**config.mk**
```make
export PLATFORM = sky130hd
export DESIGN_NAME = pha_ctrl
export DESIGN_NICKNAME = d
export VERILOG_FILES = /design/src/design/pha_pkg.sv /design/src/design/pha_ctrl.sv
export VERILOG_INCLUDE_DIRS = /design/src /design/src/design
export SDC_FILE = /design/constraint.sdc
export NUM_CORES = 1
export LEC_CHECK = 0
export BUFFER_PORTS_ARGS = -buffer_cell sky130_fd_sc_hd__clkbuf_2
export CORE_MARGIN = 5
export CORE_UTILIZATION = 50
export DETAILED_ROUTE_END_ITERATION = 16
export PLACE_DENSITY = 0.84
export SYNTH_ARGS = -nofsm -noshare
export SYNTH_HDL_FRONTEND = slang
export SYNTH_SLANG_ARGS = --single-unit
```
**constraint.sdc**
```tcl
create_clock -name clk -period 5.13 [get_ports clk]
set_clock_uncertainty 0.1 [all_clocks]
set_input_delay 1.026 -clock clk [delete_from_list [all_inputs] [get_ports clk]]
set_output_delay 1.026 -clock clk [all_outputs]
set_load 0.005 [all_outputs]
```
**src/design/assert_macros.svh**
```systemverilog
// ----------------------------------------------------------------------------
// Assertion macros
// Shared concurrent assertion wrappers for the allocator modules.
// ----------------------------------------------------------------------------
`ifndef ASSERT_MACROS_SVH
`define ASSERT_MACROS_SVH

// This check is disabled while reset is held.
`define PHA_CHECK(label, prop, msg) \
  label: assert property (@(posedge clk) disable iff (rst) prop) else $error(msg);

// This check is evaluated at every edge, reset included.
`define PHA_CHECK_ALWAYS(label, prop, msg) \
  label: assert property (@(posedge clk) prop) else $error(msg);

`endif

```
**src/design/pha_pkg.sv**
```systemverilog
// ----------------------------------------------------------------------------
// pha_pkg
// Types, codes and defaults shared by the paged heap allocator modules.
// ----------------------------------------------------------------------------
package pha_pkg;

  localparam int LOGICAL_WORDS_DEF  = 65536;
  localparam int PHYSICAL_WORDS_DEF = 16384;
  localparam int PAGE_WORDS_DEF     = 256;
  localparam int DATA_WIDTH_DEF     = 32;

  localparam int ADDR_W   = 16;
  localparam int SIZE_W   = 17;
  localparam int VALUE_W  = 32;
  localparam int FIT_W    = 2;

  localparam logic [FIT_W-1:0] FIT_BEST  = 2'd1;
  localparam logic [FIT_W-1:0] FIT_WORST = 2'd2;

  typedef enum logic [1:0] {
    CMD_ALLOC,
    CMD_FREE,
    CMD_WRITE,
    CMD_READ
  } command_t;

  typedef enum logic [1:0] {
    ST_OK,
    ST_NO_HOLE,
    ST_NO_FRAME,
    ST_BAD
  } status_t;

  typedef struct packed {
    command_t                   command;
    logic [ADDR_W-1:0]          req_address;
    logic [SIZE_W-1:0]          alloc_size;
    logic signed [VALUE_W-1:0]  write_value;
  } req_t;

  typedef struct packed {
    status_t                    status;
    logic [ADDR_W-1:0]          result_address;
    logic signed [VALUE_W-1:0]  read_data;
  } rsp_t;

  typedef enum logic [4:0] {
    S_CLEAR,
    S_IDLE,
    S_DECODE,
    S_SCAN_RD,
    S_SCAN_CH,
    S_SCAN_END,
    S_ALLOC_CHK,
    S_COUNT,
    S_FRAME_CHK,
    S_MARK_RD,
    S_MARK_WR,
    S_MAP,
    S_PCHK_RD,
    S_PCHK_ACC,
    S_XLATE,
    S_DATA_RD,
    S_DONE
  } state_t;

  typedef struct packed {
    logic    load_req;
    logic    clear_step;
    logic    scan_init;
    logic    scan_chunk;
    logic    scan_next_word;
    logic    scan_final;
    logic    span_init;
    logic    count_step;
    logic    mark_init;
    logic    mark_write;
    logic    word_next;
    logic    map_step;
    logic    pchk_init;
    logic    pchk_acc;
    logic    data_write;
    logic    res_set;
    status_t res_code;
    logic    load_out;
  } ctl_cmd_t;

  typedef struct packed {
    command_t command;
    logic     size_zero;
    logic     free_bad;
    logic     xlate_bad;
    logic     first_hit;
    logic     found;
    logic     chunk_last;
    logic     word_last;
    logic     span_word_last;
    logic     page_last;
    logic     sub_last;
    logic     frames_short;
  } ctl_sts_t;

endpackage

```
**src/design/pha_ctrl.sv**
```systemverilog
// ----------------------------------------------------------------------------
// pha_ctrl
// Sequencer for the allocator: steps the datapath through each request.
// ----------------------------------------------------------------------------
`include "assert_macros.svh"

module pha_ctrl (
  input  logic                clk,
  input  logic                rst,
  input  logic                req_valid,
  output logic                req_stall,
  output logic                rsp_valid,
  input  logic                rsp_stall,
  input  pha_pkg::ctl_sts_t   sts,
  output pha_pkg::ctl_cmd_t   cmd
);

  pha_pkg::state_t state, state_next;
  logic            out_free;

  assign out_free = !rsp_valid || !rsp_stall;

  always_ff @(posedge clk) begin
    if (rst) begin
      state     <= pha_pkg::S_CLEAR;
      rsp_valid <= 1'b0;
    end else begin
      state <= state_next;
      if (cmd.load_out) begin
        rsp_valid <= 1'b1;
      end else if (!rsp_stall) begin
        rsp_valid <= 1'b0;
      end
    end
  end

  always_comb begin
    state_next = state;
    unique case (state)
      pha_pkg::S_CLEAR: begin
        if (sts.word_last) state_next = pha_pkg::S_IDLE;
      end
      pha_pkg::S_IDLE: begin
        if (req_valid) state_next = pha_pkg::S_DECODE;
      end
      pha_pkg::S_DECODE: begin
        unique case (sts.command)
          pha_pkg::CMD_ALLOC: state_next = sts.size_zero ? pha_pkg::S_DONE : pha_pkg::S_SCAN_RD;
          pha_pkg::CMD_FREE:  state_next = sts.free_bad ? pha_pkg::S_DONE : pha_pkg::S_MARK_RD;
          default:            state_next = sts.xlate_bad ? pha_pkg::S_DONE : pha_pkg::S_XLATE;
        endcase
      end
      pha_pkg::S_SCAN_RD: state_next = pha_pkg::S_SCAN_CH;
      pha_pkg::S_SCAN_CH: begin
        if (sts.first_hit) begin
          state_next = pha_pkg::S_ALLOC_CHK;
        end else if (sts.chunk_last) begin
          state_next = sts.word_last ? pha_pkg::S_SCAN_END : pha_pkg::S_SCAN_RD;
        end
      end
      pha_pkg::S_SCAN_END: state_next = pha_pkg::S_ALLOC_CHK;
      pha_pkg::S_ALLOC_CHK: state_next = sts.found ? pha_pkg::S_COUNT : pha_pkg::S_DONE;
      pha_pkg::S_COUNT: begin
        if (sts.page_last) state_next = pha_pkg::S_FRAME_CHK;
      end
      pha_pkg::S_FRAME_CHK: state_next = sts.frames_short ? pha_pkg::S_DONE : pha_pkg::S_MARK_RD;
      pha_pkg::S_MARK_RD: state_next = pha_pkg::S_MARK_WR;
      pha_pkg::S_MARK_WR: begin
        if (!sts.span_word_last) begin
          state_next = pha_pkg::S_MARK_RD;
        end else if (sts.command == pha_pkg::CMD_ALLOC) begin
          state_next = pha_pkg::S_MAP;
        end else begin
          state_next = pha_pkg::S_PCHK_RD;
        end
      end
      pha_pkg::S_MAP: begin
        if (sts.page_last) state_next = pha_pkg::S_DONE;
      end
      pha_pkg::S_PCHK_RD: state_next = pha_pkg::S_PCHK_ACC;
      pha_pkg::S_PCHK_ACC: begin
        if (sts.sub_last && sts.page_last) begin
          state_next = pha_pkg::S_DONE;
        end else begin
          state_next = pha_pkg::S_PCHK_RD;
        end
      end
      pha_pkg::S_XLATE: begin
        state_next = (sts.command == pha_pkg::CMD_WRITE) ? pha_pkg::S_DONE : pha_pkg::S_DATA_RD;
      end
      pha_pkg::S_DATA_RD: state_next = pha_pkg::S_DONE;
      pha_pkg::S_DONE: begin
        if (out_free) state_next = pha_pkg::S_IDLE;
      end
      default: state_next = pha_pkg::S_IDLE;
    endcase
  end

  always_comb begin
    cmd          = '0;
    cmd.res_code = pha_pkg::ST_OK;
    req_stall    = (state != pha_pkg::S_IDLE);
    unique case (state)
      pha_pkg::S_CLEAR: cmd.clear_step = 1'b1;
      pha_pkg::S_IDLE:  cmd.load_req = req_valid;
      pha_pkg::S_DECODE: begin
        unique case (sts.command)
          pha_pkg::CMD_ALLOC: begin
            cmd.res_set   = sts.size_zero;
            cmd.res_code  = pha_pkg::ST_BAD;
            cmd.scan_init = !sts.size_zero;
          end
          pha_pkg::CMD_FREE: begin
            cmd.res_set   = sts.free_bad;
            cmd.res_code  = pha_pkg::ST_BAD;
            cmd.mark_init = !sts.free_bad;
          end
          default: begin
            cmd.res_set  = sts.xlate_bad;
            cmd.res_code = pha_pkg::ST_BAD;
          end
        endcase
      end
      pha_pkg::S_SCAN_RD: ;
      pha_pkg::S_SCAN_CH: begin
        cmd.scan_chunk     = !sts.first_hit;
        cmd.scan_next_word = !sts.first_hit && sts.chunk_last && !sts.word_last;
      end
      pha_pkg::S_SCAN_END: cmd.scan_final = 1'b1;
      pha_pkg::S_ALLOC_CHK: begin
        cmd.res_set   = !sts.found;
        cmd.res_code  = pha_pkg::ST_NO_HOLE;
        cmd.span_init = sts.found;
      end
      pha_pkg::S_COUNT: cmd.count_step = 1'b1;
      pha_pkg::S_FRAME_CHK: begin
        cmd.res_set   = sts.frames_short;
        cmd.res_code  = pha_pkg::ST_NO_FRAME;
        cmd.mark_init = !sts.frames_short;
      end
      pha_pkg::S_MARK_RD: ;
      pha_pkg::S_MARK_WR: begin
        cmd.mark_write = 1'b1;
        cmd.word_next  = !sts.span_word_last;
        cmd.span_init  = sts.span_word_last && (sts.command == pha_pkg::CMD_ALLOC);
        cmd.pchk_init  = sts.span_word_last && (sts.command != pha_pkg::CMD_ALLOC);
      end
      pha_pkg::S_MAP: begin
        cmd.map_step = 1'b1;
        cmd.res_set  = sts.page_last;
      end
      pha_pkg::S_PCHK_RD: ;
      pha_pkg::S_PCHK_ACC: begin
        cmd.pchk_acc = 1'b1;
        cmd.res_set  = sts.sub_last && sts.page_last;
      end
      pha_pkg::S_XLATE: begin
        cmd.data_write = (sts.command == pha_pkg::CMD_WRITE);
        cmd.res_set    = (sts.command == pha_pkg::CMD_WRITE);
      end
      pha_pkg::S_DATA_RD: cmd.res_set = 1'b1;
      pha_pkg::S_DONE: cmd.load_out = out_free;
      default: ;
    endcase
  end

  `PHA_CHECK(a_no_overwrite, cmd.load_out |-> out_free, "response overwritten while pending")
  `PHA_CHECK(a_accept_decode, (req_valid && !req_stall) |=> (state == pha_pkg::S_DECODE), "accepted request not decoded")
  `PHA_CHECK_ALWAYS(a_reset_clear, $past(rst) |-> (state == pha_pkg::S_CLEAR), "reset did not start the clearing pass")

endmodule

```
# Yosys cells after proc, flatten, opt, wreduce, memory -nomap -nowiden

Index checks and enable logic that the tools add are counted.

Register bits after elaboration: 6
Input bits: 17
Output and inout port bits: 21
Logic and storage cells: 87

Equality and inequality tests: 26
Mux-type cells: 40
Reductions and logical operators: 19

Operators with widths:

| cell                                                   | number |
|---|---|
| one-hot mux 5 bit (17 select lines)                    | 1 |
| 2-to-1 mux 5 bit                                       | 14 |
| equality test 5 x 4 -> 1 bit (second input constant)   | 8 |
| equality test 5 x 3 -> 1 bit (second input constant)   | 4 |
| 2-to-1 mux 1 bit                                       | 14 |
| equality test 5 x 2 -> 1 bit (second input constant)   | 2 |
| inequality test 2 bit (second input constant)          | 5 |
| one-hot mux 5 bit (2 select lines)                     | 1 |
| logical NOT 1 bit                                      | 9 |
| 2-to-1 mux 3 bit                                       | 3 |
| one-hot mux 1 bit (7 select lines)                     | 1 |
| one-hot mux 2 bit (3 select lines)                     | 1 |
| one-hot mux 3 bit (2 select lines)                     | 1 |
| AND reduction 6 bit                                    | 1 |
| equality test 5 x 1 -> 1 bit (second input constant)   | 1 |
| equality test 5 bit (second input constant)            | 1 |
| logical AND 1 bit                                      | 5 |
| logical NOT 5 bit                                      | 1 |
| inequality test 5 x 1 -> 1 bit (second input constant) | 1 |
| 2-to-1 mux 2 bit                                       | 2 |
| one-hot mux 1 bit (2 select lines)                     | 2 |
| inequality test 3 bit (second input constant)          | 1 |
| equality test 2 x 1 -> 1 bit (second input constant)   | 1 |
| equality test 2 bit (second input constant)            | 1 |
| other kinds (4)                                        | 4 |

# Longest topological paths before layout

Gate-level depths: netlist of run 1.

Depth in word-level cells: 4
Mapped depth: 7
Depth with buffers taken out: 5

# Least setup slack after synthesis of run 1

OpenSTA, ideal clock, no wires.

Path type: input to output
From: in sts[11] (netlist bit)
To: out cmd[3] (netlist bit)
Data arrival time: 1.954 ns
Data required time: 4.004 ns
Slack: 2.050 ns
Stages on the path: 4
Path buffers: 0
Cells stage by stage: mux2_1 > o21ai_0 > mux2i_1 > a2111o_1

RTL lines:

| item        | RTL line       | text |
|---|---|---|
| from (decl) | pha_ctrl.sv:14 | `input pha_pkg::ctl_sts_t sts,` |
| to (decl)   | pha_ctrl.sv:15 | `output pha_pkg::ctl_cmd_t cmd` |

==> results.yml, run 1 <==
detailed_routing:
  drtPass1Iterations: 4
  vias: 1080
  drtIter0Drc: 52
  drc: 0
  post_drt_wl_per_cell_um: 14.8
  routed_wl_um: 2550
  routed_via_density: 6.28
  drtAntennaViolNets: 0
timing:
  rsz0062_at_grt: "no"
  hold_viol: 0
  maxSlewViolCount: 0
  fin_ws_ns: 1.68
  clock.fmax_mhz: 290
  max-slew-margin-rel_pct: 56.8
  worst_pin_slew_ns: 0.647
  setup_viol: 0
  period_share_pct: 67.2
  min_period_ns: 3.45
  fin_hold_ws_ns: 0.395
  setup_tns_ns: 0
critical_path:
  start_kind: "primary input"
  arrival_ns: 2.32
  rr_startpoint: "state[2]"
  reg2regPathDepth: 5
  crit_required_ns: 4.00
  critPathLaunch: "sts[11]"
  path_class: "primary input to output port"
  cpMostUsedCell: "clkbuf_2"
  crit_fanout: 8
  r2r-end: "state[2]"
  cp_slowest_cell: "a2111o_1"
  reg2reg_slack_ns: 2.89
  max_stage_delay_ns: 0.45
  endpoint_kind: "output port"
  cp_cell_sequence: "clkbuf_2 > mux2_1 > o21ai_0 > mux2i_1 > a2111o_1 > clkbuf_2"
  cp-endpoint: "cmd[3]"
placement:
  placed_cells: 169
  gp_congestion: 0.949
  io_buffers: 37
  dp_slack_ns: 1.68
  detailed_place.area_um2: 1000
  hpwlAfterDp_um: 2010
clocking:
  clkTransAtPathRegs_ns: 0.04
  root_buffer: "clkbuf_4"
  clk_latency_ns: 0.25
  cts_tree: "done"
  hold_buffers: 0
  post_cts_resized: 0
  cts_buffers: 3
  cts_max_level: 1
  clk_path_buf_depth: 2
  cts.sinks: 6
  cts_setup_buffers: 0
logic_synthesis:
  ys_seq_area_share_pct: 14.4
  synth-edff-count: 0
  ys_ff_latch: 6
  yosysWarnings: 0
  synth_area_um2: 836
  ys_async_sr_fraction_pct: 0
  ys_types: 46
  yosys_most_used_dff: "dfxtp_1"
  synth_nets: 140
  syn_avg_cell_area_um2: 6.80
  synth_cells: 123
power_and_ir_drop:
  power_frac_seq_pct: 36.4
  ir_drop_v: 0.000160
  pwr-share-clk_pct: 29.4
  power.density_nw_per_um2: 148
  power_switching_mw: 0.0529
  p_leak_nw: 0.477
  power_mw: 0.152
  combPwrFrac_pct: 34.2
  power.internal_mw: 0.0988
  swShare_pct: 34.9
cells_and_area:
  finalNonFillerCells: 172
  utilization_pct: 66.5
  final_cell_area_um2: 1020
  antenna_cells: 0
  final_layout_size_suffix_gt1_share_pct: 30.1
  area_delta_synth_final_pct: 22.6
  finalNetCount: 175
flow_run:
  maxCapViolCount: 0
die:
  dieWidth_um: 50.9
  start_util_pct: 54.2
  dieArea_um2: 2590
  placementRows: 14
  die_y_um: 50.9
  core_area_um2: 1540
  ios: 38
global_routing:
  grt_pass1_vias: 958
  overflow: 0
  grt_max_degree: 21
  antenna_found_initial: 0
  grt_usage_pct: 20.5
  grt_pass1_wl_um: 4240
hold_path:
  min_path_type: "register to register"
outcome:
  outcome: "completed"
logic make-up (layout without fill, tap and decap cells):
| logic type | count (synthesis) | after routing | synth area share [%] |
|---|---|---|---|
| buf+inv | 12 | 45 | 6.88 |
| simple gates | 73 | 73 | 46.9 |
| flops | 6 | 6 | 14.4 |
| xor+xnor | 2 | 2 | 2.10 |
| compound gates | 27 | 27 | 26.0 |
| mux | 3 | 3 | 3.74 |
critical path: cells and delay by family:
kind                   cells  cell delay [ns]
AOI/OAI and AO/OA          2             0.60
buffers and inverters      2             0.28
muxes                      2             0.42
worst min-delay path by stage:
stage	start	to	slack [ns]	cells after the start
finish	rsp_valid	rsp_valid	0.40	2
global route	rsp_valid	rsp_valid	0.43	2
CTS	rsp_valid	rsp_valid	0.40	2
detailed placement	rsp_valid	rsp_valid	0.39	2
global placement	rsp_valid	rsp_valid	0.38	2
floorplan	rsp_valid	rsp_valid	0.38	2
metal layers:
layer | track usage (%) | share of wire, % | up-vias
li1 | - | - | 529
met1 | 25.7 | 40 | 463
met2 | 31.4 | 44 | 82
met3 | 9.01 | 14 | 6
met4 | 6.38 | 2.0 | 0
met5 | 0 | 0 | -
cell usage in the layout, fill, tap and decap left out, drive strengths merged, types with 2 or more instances in the layout:
| cell | netlist | final |
|---|---|---|
| and3 | 3 | 3 |
| clkbuf | 1 | 40 |
| nor2 | 19 | 19 |
| nor4 | 3 | 3 |
| o21ai | 4 | 4 |
| a21oi | 6 | 6 |
| o211ai | 2 | 2 |
| a2111oi | 2 | 2 |
| dfxtp | 6 | 6 |
| nand2 | 15 | 15 |
| nand2b | 4 | 4 |
| nand3 | 3 | 3 |
| nand4 | 2 | 2 |
| inv | 5 | 5 |
| nor2b | 4 | 4 |
| or4 | 2 | 2 |
| nor3b | 3 | 3 |
| nor3 | 4 | 4 |
| mux2i | 2 | 2 |
| or3 | 6 | 6 |
power groups by stage:
stage,clock network [mW],registers [mW],logic [mW]
after floorplan,0,0.0507,0.0379
after global placement,0,0.0557,0.0508
after detailed placement,0,0.0560,0.0514
after CTS,0.0459,0.0552,0.0517
after global routing,0.0520,0.0555,0.0576
final,0.0445,0.0552,0.0519
final cells by class:
cell class	instances	area, um^2
Clock buffer	3	22.5
Sequential cell	6	120
Multi-Input combinational cell	105	658
Fill cell	135	517
Inverter	5	18.8
Timing Repair Buffer	37	185
Tap cell	16	20.0
registers in the layout, summed over array words and instances (netlist names):
register / count
state: 5
rsp_valid: 1
cell usage after synthesis, types with 2 or more instances:
| master | n | share of area, % |
|---|---|---|
| nor2_1 | 19 | 8.5 |
| nand2_1 | 15 | 6.7 |
| a21oi_1 | 6 | 3.6 |
| dfxtp_1 | 6 | 14 |
| buf_2 | 4 | 2.4 |
| inv_1 | 4 | 1.8 |
| nand2b_1 | 4 | 3.0 |
| nor2b_1 | 4 | 3.0 |
| nor3_1 | 4 | 2.4 |
| or3_1 | 4 | 3.0 |
| and3_1 | 3 | 2.2 |
| nand3_1 | 3 | 1.8 |
| nor3b_1 | 3 | 2.7 |
| nor4_1 | 3 | 2.2 |
| o21ai_0 | 3 | 1.8 |
| a2111oi_2 | 2 | 3.6 |
| buf_4 | 2 | 1.8 |
| mux2i_1 | 2 | 2.4 |
| nand4_1 | 2 | 1.5 |
| o211ai_1 | 2 | 1.8 |
| or3_4 | 2 | 2.7 |
| or4_1 | 2 | 1.8 |
Note: power is estimated with default switching activity, not from simulation.
==> run 2, diff against run 1 <==
--- a/config.mk
+++ b/config.mk
@@ -6,11 +6,12 @@
 export SDC_FILE = /design/constraint.sdc
 export NUM_CORES = 1
 export LEC_CHECK = 0
+export ABC_AREA = 1
 export BUFFER_PORTS_ARGS = -buffer_cell sky130_fd_sc_hd__clkbuf_2
 export CORE_MARGIN = 5
-export CORE_UTILIZATION = 50
+export CORE_UTILIZATION = 45
 export DETAILED_ROUTE_END_ITERATION = 16
-export PLACE_DENSITY = 0.84
+export PLACE_DENSITY = 0.78
 export SYNTH_ARGS = -nofsm -noshare
 export SYNTH_HDL_FRONTEND = slang
 export SYNTH_SLANG_ARGS = --single-unit
==> constraint.sdc (replaced) <==
create_clock -name clk -period 3.25 [get_ports clk]
set_clock_uncertainty 0.1 [all_clocks]
set_input_delay 0.65 -clock clk [delete_from_list [all_inputs] [get_ports clk]]
set_output_delay 0.65 -clock clk [all_outputs]
set_load 0.005 [all_outputs]
==> run 2 against run 1 <==
Effect of this change: sequential cell count is the same; power rose to 2.9 times the previous value; largest cell class unchanged; critical endpoint unchanged; synthesized area is 7.0% lower; critical path type is now register to output port.
==> results.yml, run 2 <==
flow_run:
  maxCapViolCount: 0
logic_synthesis:
  yosysTopAreaCell: "nand2_1"
  ys_types: 15
  synth-edff-count: 0
  synth_cells: 160
  yosys_most_used_dff: "dfxtp_1"
  synthTopCellsByArea: "nand2_1 (24%), dfxtp_1 (15%), nor2_1 (14%), inv_1 (11%), nand3_1 (9.7%)"
  ys_ff_latch: 6
  ys_async_sr_fraction_pct: 0
  yosysWarnings: 0
  yosysMostFrequentCell: "nand2_1"
  syn_avg_cell_area_um2: 4.86
  yosysTopAreaCellShare_pct: 24.2
  yosys-top-cells-count: "nand2_1 (50), nor2_1 (29), inv_1 (23)"
  ys_seq_area_share_pct: 15.5
  synth_nets: 177
  synth_area_um2: 777
critical_path:
  crit_fanout: 7
  max_stage_delay_ns: 0.36
  arrival_ns: 1.55
  start_kind: "register"
  cp_slowest_cell: "dfxtp_1"
  endpoint_kind: "output port"
  cp_cell_sequence: "inv_1 > nand2_1 > nor2_2 > nand2_1 > nor3_1 > nor2_1 > nand2_1 > clkbuf_2"
  crit_required_ns: 2.50
  path_class: "register to output port"
  cpMostUsedCell: "nand2_1"
clocking:
  root_buffer: "clkbuf_4"
  clkTransAtPathRegs_ns: 0.04
  cts.sinks: 6
  cts_max_level: 1
  cts_setup_buffers: 0
  clk_latency_ns: 0.24
  cts_tree: "done"
  clk_path_buf_depth: 2
  post_cts_resized: 0
  hold_buffers: 0
  cts_buffers: 3
timing:
  period_share_pct: 70.8
  maxSlewViolCount: 0
  setup_tns_ns: 0
  worst_pin_slew_ns: 0.343
  max-slew-margin-rel_pct: 77.1
  min_period_ns: 2.30
  clock.fmax_mhz: 435
  setup_viol: 0
  rsz0062_at_grt: "no"
  hold_viol: 0
cells_and_area:
  final_layout_size_suffix_gt1_share_pct: 28.0
  antenna_cells: 0
  layout_commonest_cell: "nand2_1"
  largest-register: "state"
  area_delta_synth_final_pct: 29.5
  utilization_pct: 59.6
  finalNetCount: 219
  finalNonFillerCells: 217
  reg_top3: "state (5), rsp_valid (1)"
  largest_register_ffs: 5
  layout_common_cells: "nand2_1 (50), clkbuf_2 (37), nor2_1 (29)"
global_routing:
  grt_pass1_wl_um: 4020
  grt_pass1_vias: 1016
  overflow: 0
  grt_usage_pct: 19.2
  grt_max_degree: 8
  antenna_found_initial: 0
detailed_routing:
  drtIter0Drc: 18
  post_drt_wl_per_cell_um: 11.1
  routed_wl_um: 2400
  vias: 1118
  drtAntennaViolNets: 0
  drtPass1Iterations: 4
  routed_via_density: 5.15
  drc: 0
placement:
  placed_cells: 214
  hpwlAfterDp_um: 2090
  gp_congestion: 0.935
  io_buffers: 37
die:
  dieArea_um2: 2660
  ios: 38
  placementRows: 15
  dieWidth_um: 51.6
  die_y_um: 51.6
  core_area_um2: 1690
  start_util_pct: 46.0
power_and_ir_drop:
  power.density_nw_per_um2: 437
  p_leak_nw: 0.684
  ir_drop_v: 0.000357
hold_path:
  min_path_type: "register to register"
outcome:
  outcome: "completed"
-- run 2: final timing paths --
| kind | slack [ns] | start | end | depth (start not counted) |
|---|---|---|---|---|
| max | 0.95 | state[0] | cmd[3] | 8 |
| min | 0.40 | rsp_valid | rsp_valid | 2 |
| max reg2reg | 1.61 | state[3] | state[0] | 11 |
| min reg2reg | 0.40 | rsp_valid | rsp_valid | 2 |
-- run 2: per-layer routing --
metal / track usage [%] / share of wire (%) / up-vias
met5: 0 / 0 / -
met1: 22.8 / 42 / 497
met3: 2.29 / 6.4 / 0
met2: 35.4 / 52 / 40
li1: - / - / 581
met4: 6.55 / 0 / 0
-- run 2: kinds of logic after synthesis --
kind of cell           after synthesis  synth area share (%)
AO/OA/AOI/OAI                       12                  8.70
buffers and inverters               31                  15.0
flip-flops                           6                  15.5
AND/OR/NAND/NOR                    111                  60.9
-- run 2: metrics by stage --
| step | total power, mW | cell area, um^2 | setup WS [ns] | hold slack (ns) |
|---|---|---|---|---|
| 2_1_floorplan | 0.283 | 777 | 1.34 | 0.368 |
| 3_3_place_gp | 0.369 | 983 | 1.09 | 0.375 |
| 3_5_place_dp | 0.373 | 983 | 1.03 | 0.395 |
| 4_1_cts | 0.442 | 1010 | 0.943 | 0.407 |
| 5_1_grt | 0.488 | 1010 | 0.786 | 0.436 |
| 6_report | 0.439 | 1010 | 0.950 | 0.402 |
-- run 2: power by group --
| group | internal (mW) | total [mW] | switching (mW) | leakage (nW) |
|---|---|---|---|---|
| Sequential | 0.0882 | 0.113 | 0.0247 | 0.0488 |
| Combinational | 0.0911 | 0.262 | 0.171 | 0.621 |
| Clock | 0.0415 | 0.0649 | 0.0234 | 0.0138 |
| Total | 0.221 | 0.439 | 0.219 | 0.684 |
-- run 2: layout make-up --
| class | instances | area, um^2 |
|---|---|---|
| flip-flops and latches | 6 | 120 |
| fillers | 201 | 683 |
| multi-input cells | 123 | 541 |
| repair buffers | 37 | 185 |
| inverters | 31 | 116 |
| well taps | 17 | 21.3 |
| clock buffers | 3 | 22.5 |
-- run 2: critical path, delay by kind of cell (launching register included) --
family / cells / cell delay [ns]
buffers and inverters: 2 / 0.23
and+or+nand+nor: 6 / 0.72
DFF: 1 / 0.36
